[src/rtl/mtf_pkg.sv]
// Types, codes and constants of the move-to-front list.
`default_nettype none

package mtf_pkg;

  localparam int MTF_CAPACITY = 16;
  localparam int MTF_VALUE_W  = 32;

  localparam logic [1:0] ACT_INSERT = 2'd0;
  localparam logic [1:0] ACT_DELETE = 2'd1;
  localparam logic [1:0] ACT_SEARCH = 2'd2;

  localparam logic [1:0] ST_OK   = 2'd0;
  localparam logic [1:0] ST_FULL = 2'd1;
  localparam logic [1:0] ST_MISS = 2'd2;

  typedef struct packed {
    logic [1:0]                    action;
    logic signed [MTF_VALUE_W-1:0] value;
    logic [3:0]                    position;
  } mtf_in_t;

  typedef struct packed {
    logic [1:0] status;
    logic [4:0] found_index;
    logic [4:0] entry_count;
  } mtf_out_t;

  // Load select of one list cell; at most one bit is set.
  typedef struct packed {
    logic take_value;
    logic take_left;
    logic take_right;
  } mtf_cell_ctl_t;

endpackage

`default_nettype wire

[src/rtl/mtf_cell.sv]
// One list cell: holds an entry, compares it with the request value, shifts.
`default_nettype none

module mtf_cell (
  input  wire                          clk,
  input  mtf_pkg::mtf_cell_ctl_t       ctl,
  input  wire [mtf_pkg::MTF_VALUE_W-1:0] value_in,
  input  wire [mtf_pkg::MTF_VALUE_W-1:0] left_in,
  input  wire [mtf_pkg::MTF_VALUE_W-1:0] right_in,
  output logic [mtf_pkg::MTF_VALUE_W-1:0] entry,
  output logic                         match
);
  import mtf_pkg::*;

  logic [MTF_VALUE_W-1:0] entry_r;
  logic [MTF_VALUE_W-1:0] entry_nxt;
  logic                   match_r;

  always_comb begin
    entry_nxt = entry_r;
    if (ctl.take_value) begin
      entry_nxt = value_in;
    end else if (ctl.take_left) begin
      entry_nxt = left_in;
    end else if (ctl.take_right) begin
      entry_nxt = right_in;
    end
  end

  always_ff @(posedge clk) begin
    entry_r <= entry_nxt;
    match_r <= (entry_r == value_in);
  end

  assign entry = entry_r;
  assign match = match_r;

endmodule

`default_nettype wire

[src/rtl/move_to_front_list_core.sv]
// Top level of the move-to-front self-organizing list.
//
// A request beat is taken on in_data at a rising edge where start is high
// and busy is low. It carries an action (insert at front, delete at a
// 0-based position, or search and move to front), a signed 32-bit value
// and a position. Every request yields exactly one result beat.
// The result beat appears on out_data for one cycle with out_valid high,
// registered at the end of the commit state. The receiver has no way
// to stall it, so it must capture the beat in that cycle.
// busy is high through the compare and commit states after acceptance, so
// a new request is not taken until the last one has been committed. Those
// states come from the cell chain: every cell compares its entry in
// parallel, then the shift and the new count are committed.
// The list lives in a row of CAPACITY cells. Each cell loads from its
// left neighbor, its right neighbor or the request value, so all cells
// of the list shift together.
// Synchronous reset empties the list (count to zero) and drops busy and
// out_valid; the cell contents are not cleared, since only cells below
// the count are ever looked at.
`default_nettype none

module move_to_front_list_core #(
  parameter int CAPACITY = mtf_pkg::MTF_CAPACITY
) (
  input  wire               clk,
  input  wire               rst_n,
  input  wire               start,
  output logic              busy,
  input  mtf_pkg::mtf_in_t  in_data,
  output logic              out_valid,
  output mtf_pkg::mtf_out_t out_data
);
  import mtf_pkg::*;

  // Width that holds every count from zero up to CAPACITY.
  localparam int CW = $clog2(CAPACITY + 1);
  // Width wide enough for a position, a cell index or a count, for comparing them.
  localparam int PW = CW + 4;

  // Sequencer states.
  localparam logic [1:0] S_IDLE   = 2'd0;
  localparam logic [1:0] S_CMP    = 2'd1;
  localparam logic [1:0] S_COMMIT = 2'd2;

  logic [1:0]    state_r;
  logic [1:0]    state_nxt;
  mtf_in_t       item_r;
  logic [CW-1:0] count_r;
  logic [CW-1:0] count_nxt;
  logic          out_valid_r;
  mtf_out_t      out_r;
  mtf_out_t      out_nxt;

  logic [MTF_VALUE_W-1:0] entries [CAPACITY];
  logic [CAPACITY-1:0]    match;
  logic [CAPACITY-1:0]    live_match;
  logic [CAPACITY-1:0]    ahead;
  logic [CAPACITY-1:0]    first;
  logic [CAPACITY-1:0]    ones;
  logic                   any_hit;
  logic [CW-1:0]          hit_index;
  mtf_cell_ctl_t          ctl [CAPACITY];

  // The sequencer: accept, compare in all cells, commit.
  always_comb begin
    state_nxt = state_r;
    unique case (state_r)
      S_IDLE:   if (start) state_nxt = S_CMP;
      S_CMP:    state_nxt = S_COMMIT;
      S_COMMIT: state_nxt = S_IDLE;
      default:  state_nxt = S_IDLE;
    endcase
  end

  assign busy = (state_r != S_IDLE);

  // Match flags of the cells that hold live entries, and the first of them.
  // A cell's ahead flag is set, placing it past the first hit, when any live match lies to its left.
  always_comb begin
    ones      = '1;
    hit_index = '0;
    for (int i = 0; i < CAPACITY; i++) begin
      live_match[i] = match[i] & (CW'(i) < count_r);
    end
    for (int i = 0; i < CAPACITY; i++) begin
      ahead[i] = |(live_match & (ones >> (CAPACITY - i)));
    end
    first   = live_match & ~ahead;
    any_hit = |live_match;
    for (int i = 0; i < CAPACITY; i++) begin
      if (first[i]) hit_index = hit_index | CW'(i + 1);
    end
  end

  // Commit: choose each cell's load, the new count and the result beat.
  always_comb begin
    count_nxt           = count_r;
    out_nxt.status      = ST_MISS;
    out_nxt.found_index = '0;
    for (int i = 0; i < CAPACITY; i++) begin
      ctl[i] = '0;
    end
    if (state_r == S_COMMIT) begin
      unique case (item_r.action)
        ACT_INSERT: begin
          if (count_r == CW'(CAPACITY)) begin
            out_nxt.status = ST_FULL;
          end else begin
            out_nxt.status = ST_OK;
            count_nxt      = count_r + CW'(1);
            ctl[0].take_value = 1'b1;
            for (int i = 1; i < CAPACITY; i++) begin
              ctl[i].take_left = 1'b1;
            end
          end
        end
        ACT_DELETE: begin
          if (PW'(item_r.position) < PW'(count_r)) begin
            out_nxt.status = ST_OK;
            count_nxt      = count_r - CW'(1);
            for (int i = 0; i < CAPACITY; i++) begin
              ctl[i].take_right = (PW'(i) >= PW'(item_r.position));
            end
          end
        end
        ACT_SEARCH: begin
          if (any_hit) begin
            out_nxt.status      = ST_OK;
            out_nxt.found_index = 5'(hit_index);
            ctl[0].take_value   = 1'b1;
            for (int i = 1; i < CAPACITY; i++) begin
              ctl[i].take_left = ~ahead[i];
            end
          end
        end
        default: begin
          out_nxt.status = ST_MISS;
        end
      endcase
    end
    out_nxt.entry_count = 5'(count_nxt);
  end

  // The row of cells; the ends see the request value and their own entry.
  for (genvar g = 0; g < CAPACITY; g++) begin : g_cell
    mtf_cell u_cell (
      .clk      (clk),
      .ctl      (ctl[g]),
      .value_in (item_r.value),
      .left_in  ((g == 0) ? item_r.value : entries[(g == 0) ? 0 : g - 1]),
      .right_in ((g == CAPACITY - 1) ? entries[g]
                                     : entries[(g == CAPACITY - 1) ? g : g + 1]),
      .entry    (entries[g]),
      .match    (match[g])
    );
  end

  always_ff @(posedge clk) begin
    if (!rst_n) begin
      state_r     <= S_IDLE;
      count_r     <= '0;
      out_valid_r <= 1'b0;
    end else begin
      state_r     <= state_nxt;
      count_r     <= count_nxt;
      out_valid_r <= (state_r == S_COMMIT);
    end
  end

  always_ff @(posedge clk) begin
    if (start && !busy) begin
      item_r <= in_data;
    end
    if (state_r == S_COMMIT) begin
      out_r <= out_nxt;
    end
  end

  assign out_valid = out_valid_r;
  assign out_data  = out_r;

endmodule

`default_nettype wire

[config.mk]
export PLATFORM = sky130hd
export DESIGN_NAME = move_to_front_list_core
export DESIGN_NICKNAME = d
export VERILOG_FILES = /design/src/rtl/mtf_pkg.sv /design/src/rtl/mtf_cell.sv /design/src/rtl/move_to_front_list_core.sv
export SDC_FILE = /design/constraint.sdc
export NUM_CORES = 1
export LEC_CHECK = 0
export ABC_CLOCK_PERIOD_IN_PS = 8970
export BUFFER_PORTS_ARGS = -buffer_cell sky130_fd_sc_hd__buf_2
export CORE_UTILIZATION = 60
export CTS_CLUSTER_DIAMETER = 40
export DETAILED_ROUTE_END_ITERATION = 7
export PLACE_DENSITY = 0.77
export SLEW_MARGIN = 10
export SYNTH_ARGS = -nofsm -noshare
export SYNTH_HDL_FRONTEND = slang
export SYNTH_HIERARCHICAL = 1
export SYNTH_SLANG_ARGS = --single-unit
[constraint.sdc]
create_clock -name clk -period 8.97 [get_ports clk]
set_clock_uncertainty 0.15 [all_clocks]
set_input_delay 0.897 -clock clk [delete_from_list [all_inputs] [get_ports clk]]
set_output_delay 0.897 -clock clk [all_outputs]
set_load 0.005 [all_outputs]
==> impl_results.md <==
* CP max stage cell: nand2_2
* Cell Pwr Density at 209 nW/um2
* Cells along the critical path: inv_1 > ha_1 > or4b_1 > a21o_1 > maj3_2 > o22a_1 > o21ai_1 > nand2_2 > or3_1 > buf_4
* Grt total ovfl at 0
* Seq cells post-synth at around 590
* # rows at 88
* Area Overhead vs Synth at 12.0%
* Worst-path clk slew at 0.06 ns
* Final nets at ~3300
* Vias in the first global route at approximately 25000
* Port-buffer cells at 54
* Total track usage at 0.298
* Hold-fix buffers, CTS at 0
* Worst-Skew Late Latency at ~0.65 ns
* Die height at between 200 and 250 um
* Initial antenna violation count at 4
* Max Cap Viol at 0
* Count of final hold-check violations at 0
* Area taken by multi-input logic gates at between 15000 and 20000 um2
* Final wirelength at roughly 90000 um
* DRC at 0
* Post-route clock period utilization at 0.548
* Worst Path Arrival at roughly 5.1 ns
* Met1 usage in global routing at 0.401
* Die area at roughly 59000 um2
* Post-CTS resize count at 0
* Initial Util at 0.607
* Final Core Density at 0.680
* CTS root buffer: clkbuf_16
* Main synth FF type: edfxtp_1
* First-pass DRT Iterations at 8
* Critical Path RT at 9.16 ns
* I/O Pins at 55
* Clk buf depth at 3
* Dpl hpwl at approximately 62000 um
* Post-synth cell types at 61
* Cell taking the most area after synthesis: edfxtp_1
* CP peak stage delay at a little under 0.8 ns
* Hold WC Path Type: in -> reg
* Synth top area share at 0.482
* Die width at between 200 and 250 um
* Share of cells above drive strength 1 at 0.0878
* Met3 Use GR at 0.0370
* Starting DRT DRC Count at between 2000 and 3000
* Core area at about 58000 um2
* Leak pwr at 0.0137 uW
* CTS tree: done
* Max Fanout on Critical Path at 65
* Largest net degree at the start of global routing at between 60 and 70
* Post-synth top cells: edfxtp_1 (562), o21ai_0 (538), nand2_1 (535), mux2i_1 (512), xor2_1 (512)
* Via Count at about 25000
* FF/Latch Area at ~17000 um2
* Main area contributors after synthesis: edfxtp_1 (48%), mux2i_1 (15%), xor2_1 (13%), o21ai_0 (7.7%), nand2_1 (5.7%)
* Final min period at just under 5 ns
* WS Path Type: reg -> reg
* Mapped Cells at 3219
* Final setup vio count at 0
* TritonCTS Buffers at 98
* Post-route ant nets at 0
* GRT Max-Usage Layer: met2
* Seq/Total Area, Yosys at 0.496
* Status: completed
* Setup crit start kind: flip-flop
* Num Clock Sinks at 586
* Avg WL per Cell at ~22 um
* Most frequent cell after synthesis: edfxtp_1
* Via density at ~6.1
* Fill count at between 4000 and 5000
* Post CTS Setup Buffer Count at 0
* Post-Syn Area at approximately 35000 um2
* Placed cells at 3942
* First-pass GRT wire length at 141000 um
* GR Layer Usage met2 at 0.504
* Setup repair after global routing missed its margin: no
* Avg Inst Size Synth at between 10 and 15 um2
* Ys Warns at 6
* Post-synth EDFFs at approximately 560
* Relative slew slack at 0.190
* Critical Path End Type: flip-flop
* Slew Limit Fails at 0
* Max Fclk at 203 MHz
* H-tree Lvls at 3
* Worst-margin pin slew at between 1 and 1.5 ns
* Finished Layout Cells at 4124
* Fraction of registers with async set/reset at 0
* VDD IR-drop max at ~0.16 mV
* Setup TNS at 0 ns
* GP Congestion at roughly 0.86
registers in the layout, summed over array words and instances, names as in the netlist:
name / flops
item_r: 38
g_cell.u_cell/entry: 512
count_r: 5
out_data: 12
g_cell.u_cell/match: 16
state_r: 2
out_valid: 1
logic make-up (layout without fill, tap and decap cells):
group / count (synthesis) / after routing / synth area share
AND/OR/NAND/NOR: 799 / 799 / 0.102
multiplexers: 513 / 513 / 0.147
adder cells (fa/ha/maj): 9 / 9 / 0.00311
buffers and inverters: 204 / 313 / 0.0350
XOR/XNOR: 513 / 513 / 0.128
AO/OA/AOI/OAI: 594 / 594 / 0.0892
flip-flops: 586 / 586 / 0.496
other: 1 / 32 / 0.000107
path summary, 6_finish.rpt:
check	slack, ns	startpoint	endpoint	cells past startpoint
setup / recovery	4.05	count_r[1]	g_cell[0].u_cell/entry[21]	10
hold / removal	0.27	in_data[5]	item_r[5]	1
setup reg to reg	4.05	count_r[1]	g_cell[0].u_cell/entry[21]	10
hold reg to reg	0.29	state_r[1]	state_r[1]	1
stage by stage:
stage                     setup slack (ns)  area (um2)  hold WS [ns]  total power [uW]
after floorplan                       5.05       35100         0.254              4100
after global placement                4.13       35800         0.267              4290
after detailed placement              4.11       35800         0.280              4340
after CTS                             4.11       39200         0.244              8190
after global routing                  3.76       39200         0.256              8460
final                                 4.05       39200         0.271              8190
worst max-delay path, delay by kind of cell, from the launching register on:
family,cells,cell delay [ns]
AOI/OAI and AO/OA,3,1.08
and+or+nand+nor,3,1.83
buffers and inverters,2,0.52
adders and majority gates,2,0.57
DFF,1,0.43
cells in the final DEF (no fill, tap or decap), types with 5 or more instances in the layout:
cell / instances
a21oi_1: 14
and2_1: 9
buf_2: 54
buf_4: 63
bufinv_16: 15
clkbuf_1: 14
clkbuf_16: 100
clkinv_1: 14
clkinv_2: 5
clkinv_4: 14
clkinvlp_4: 8
conb_1: 31
dfxtp_1: 24
edfxtp_1: 562
ha_1: 7
inv_1: 15
inv_6: 7
mux2i_1: 512
nand2_1: 533
nand2b_1: 6
nand4_1: 33
nor2_1: 39
nor3_1: 9
nor4_1: 130
o21ai_0: 527
o21ai_4: 11
or3_1: 19
xor2_1: 512
area by class of cell:
type	count	area share
Timing Repair Buffer	117	0.0190
Clock buffer	116	0.0659
Antenna cell	1	0.0000638
Tap cell	765	0.0244
Inverter	15	0.00144
Clock inverter	65	0.0204
Multi-Input combinational cell	2459	0.426
Sequential cell	586	0.443
where the power goes:
group	leakage [uW]	internal, uW	switching [uW]
Clock	0.00162	2500	1360
Sequential	0.00577	3280	222
Combinational	0.00630	312	521
metal layers:
metal,vias up,share of wire
met2,1111,0.50
li1,11800,-
met3,138,0.070
met4,0,0.020
met5,-,0
met1,12200,0.41
Power figures use the tool's default switching activity.
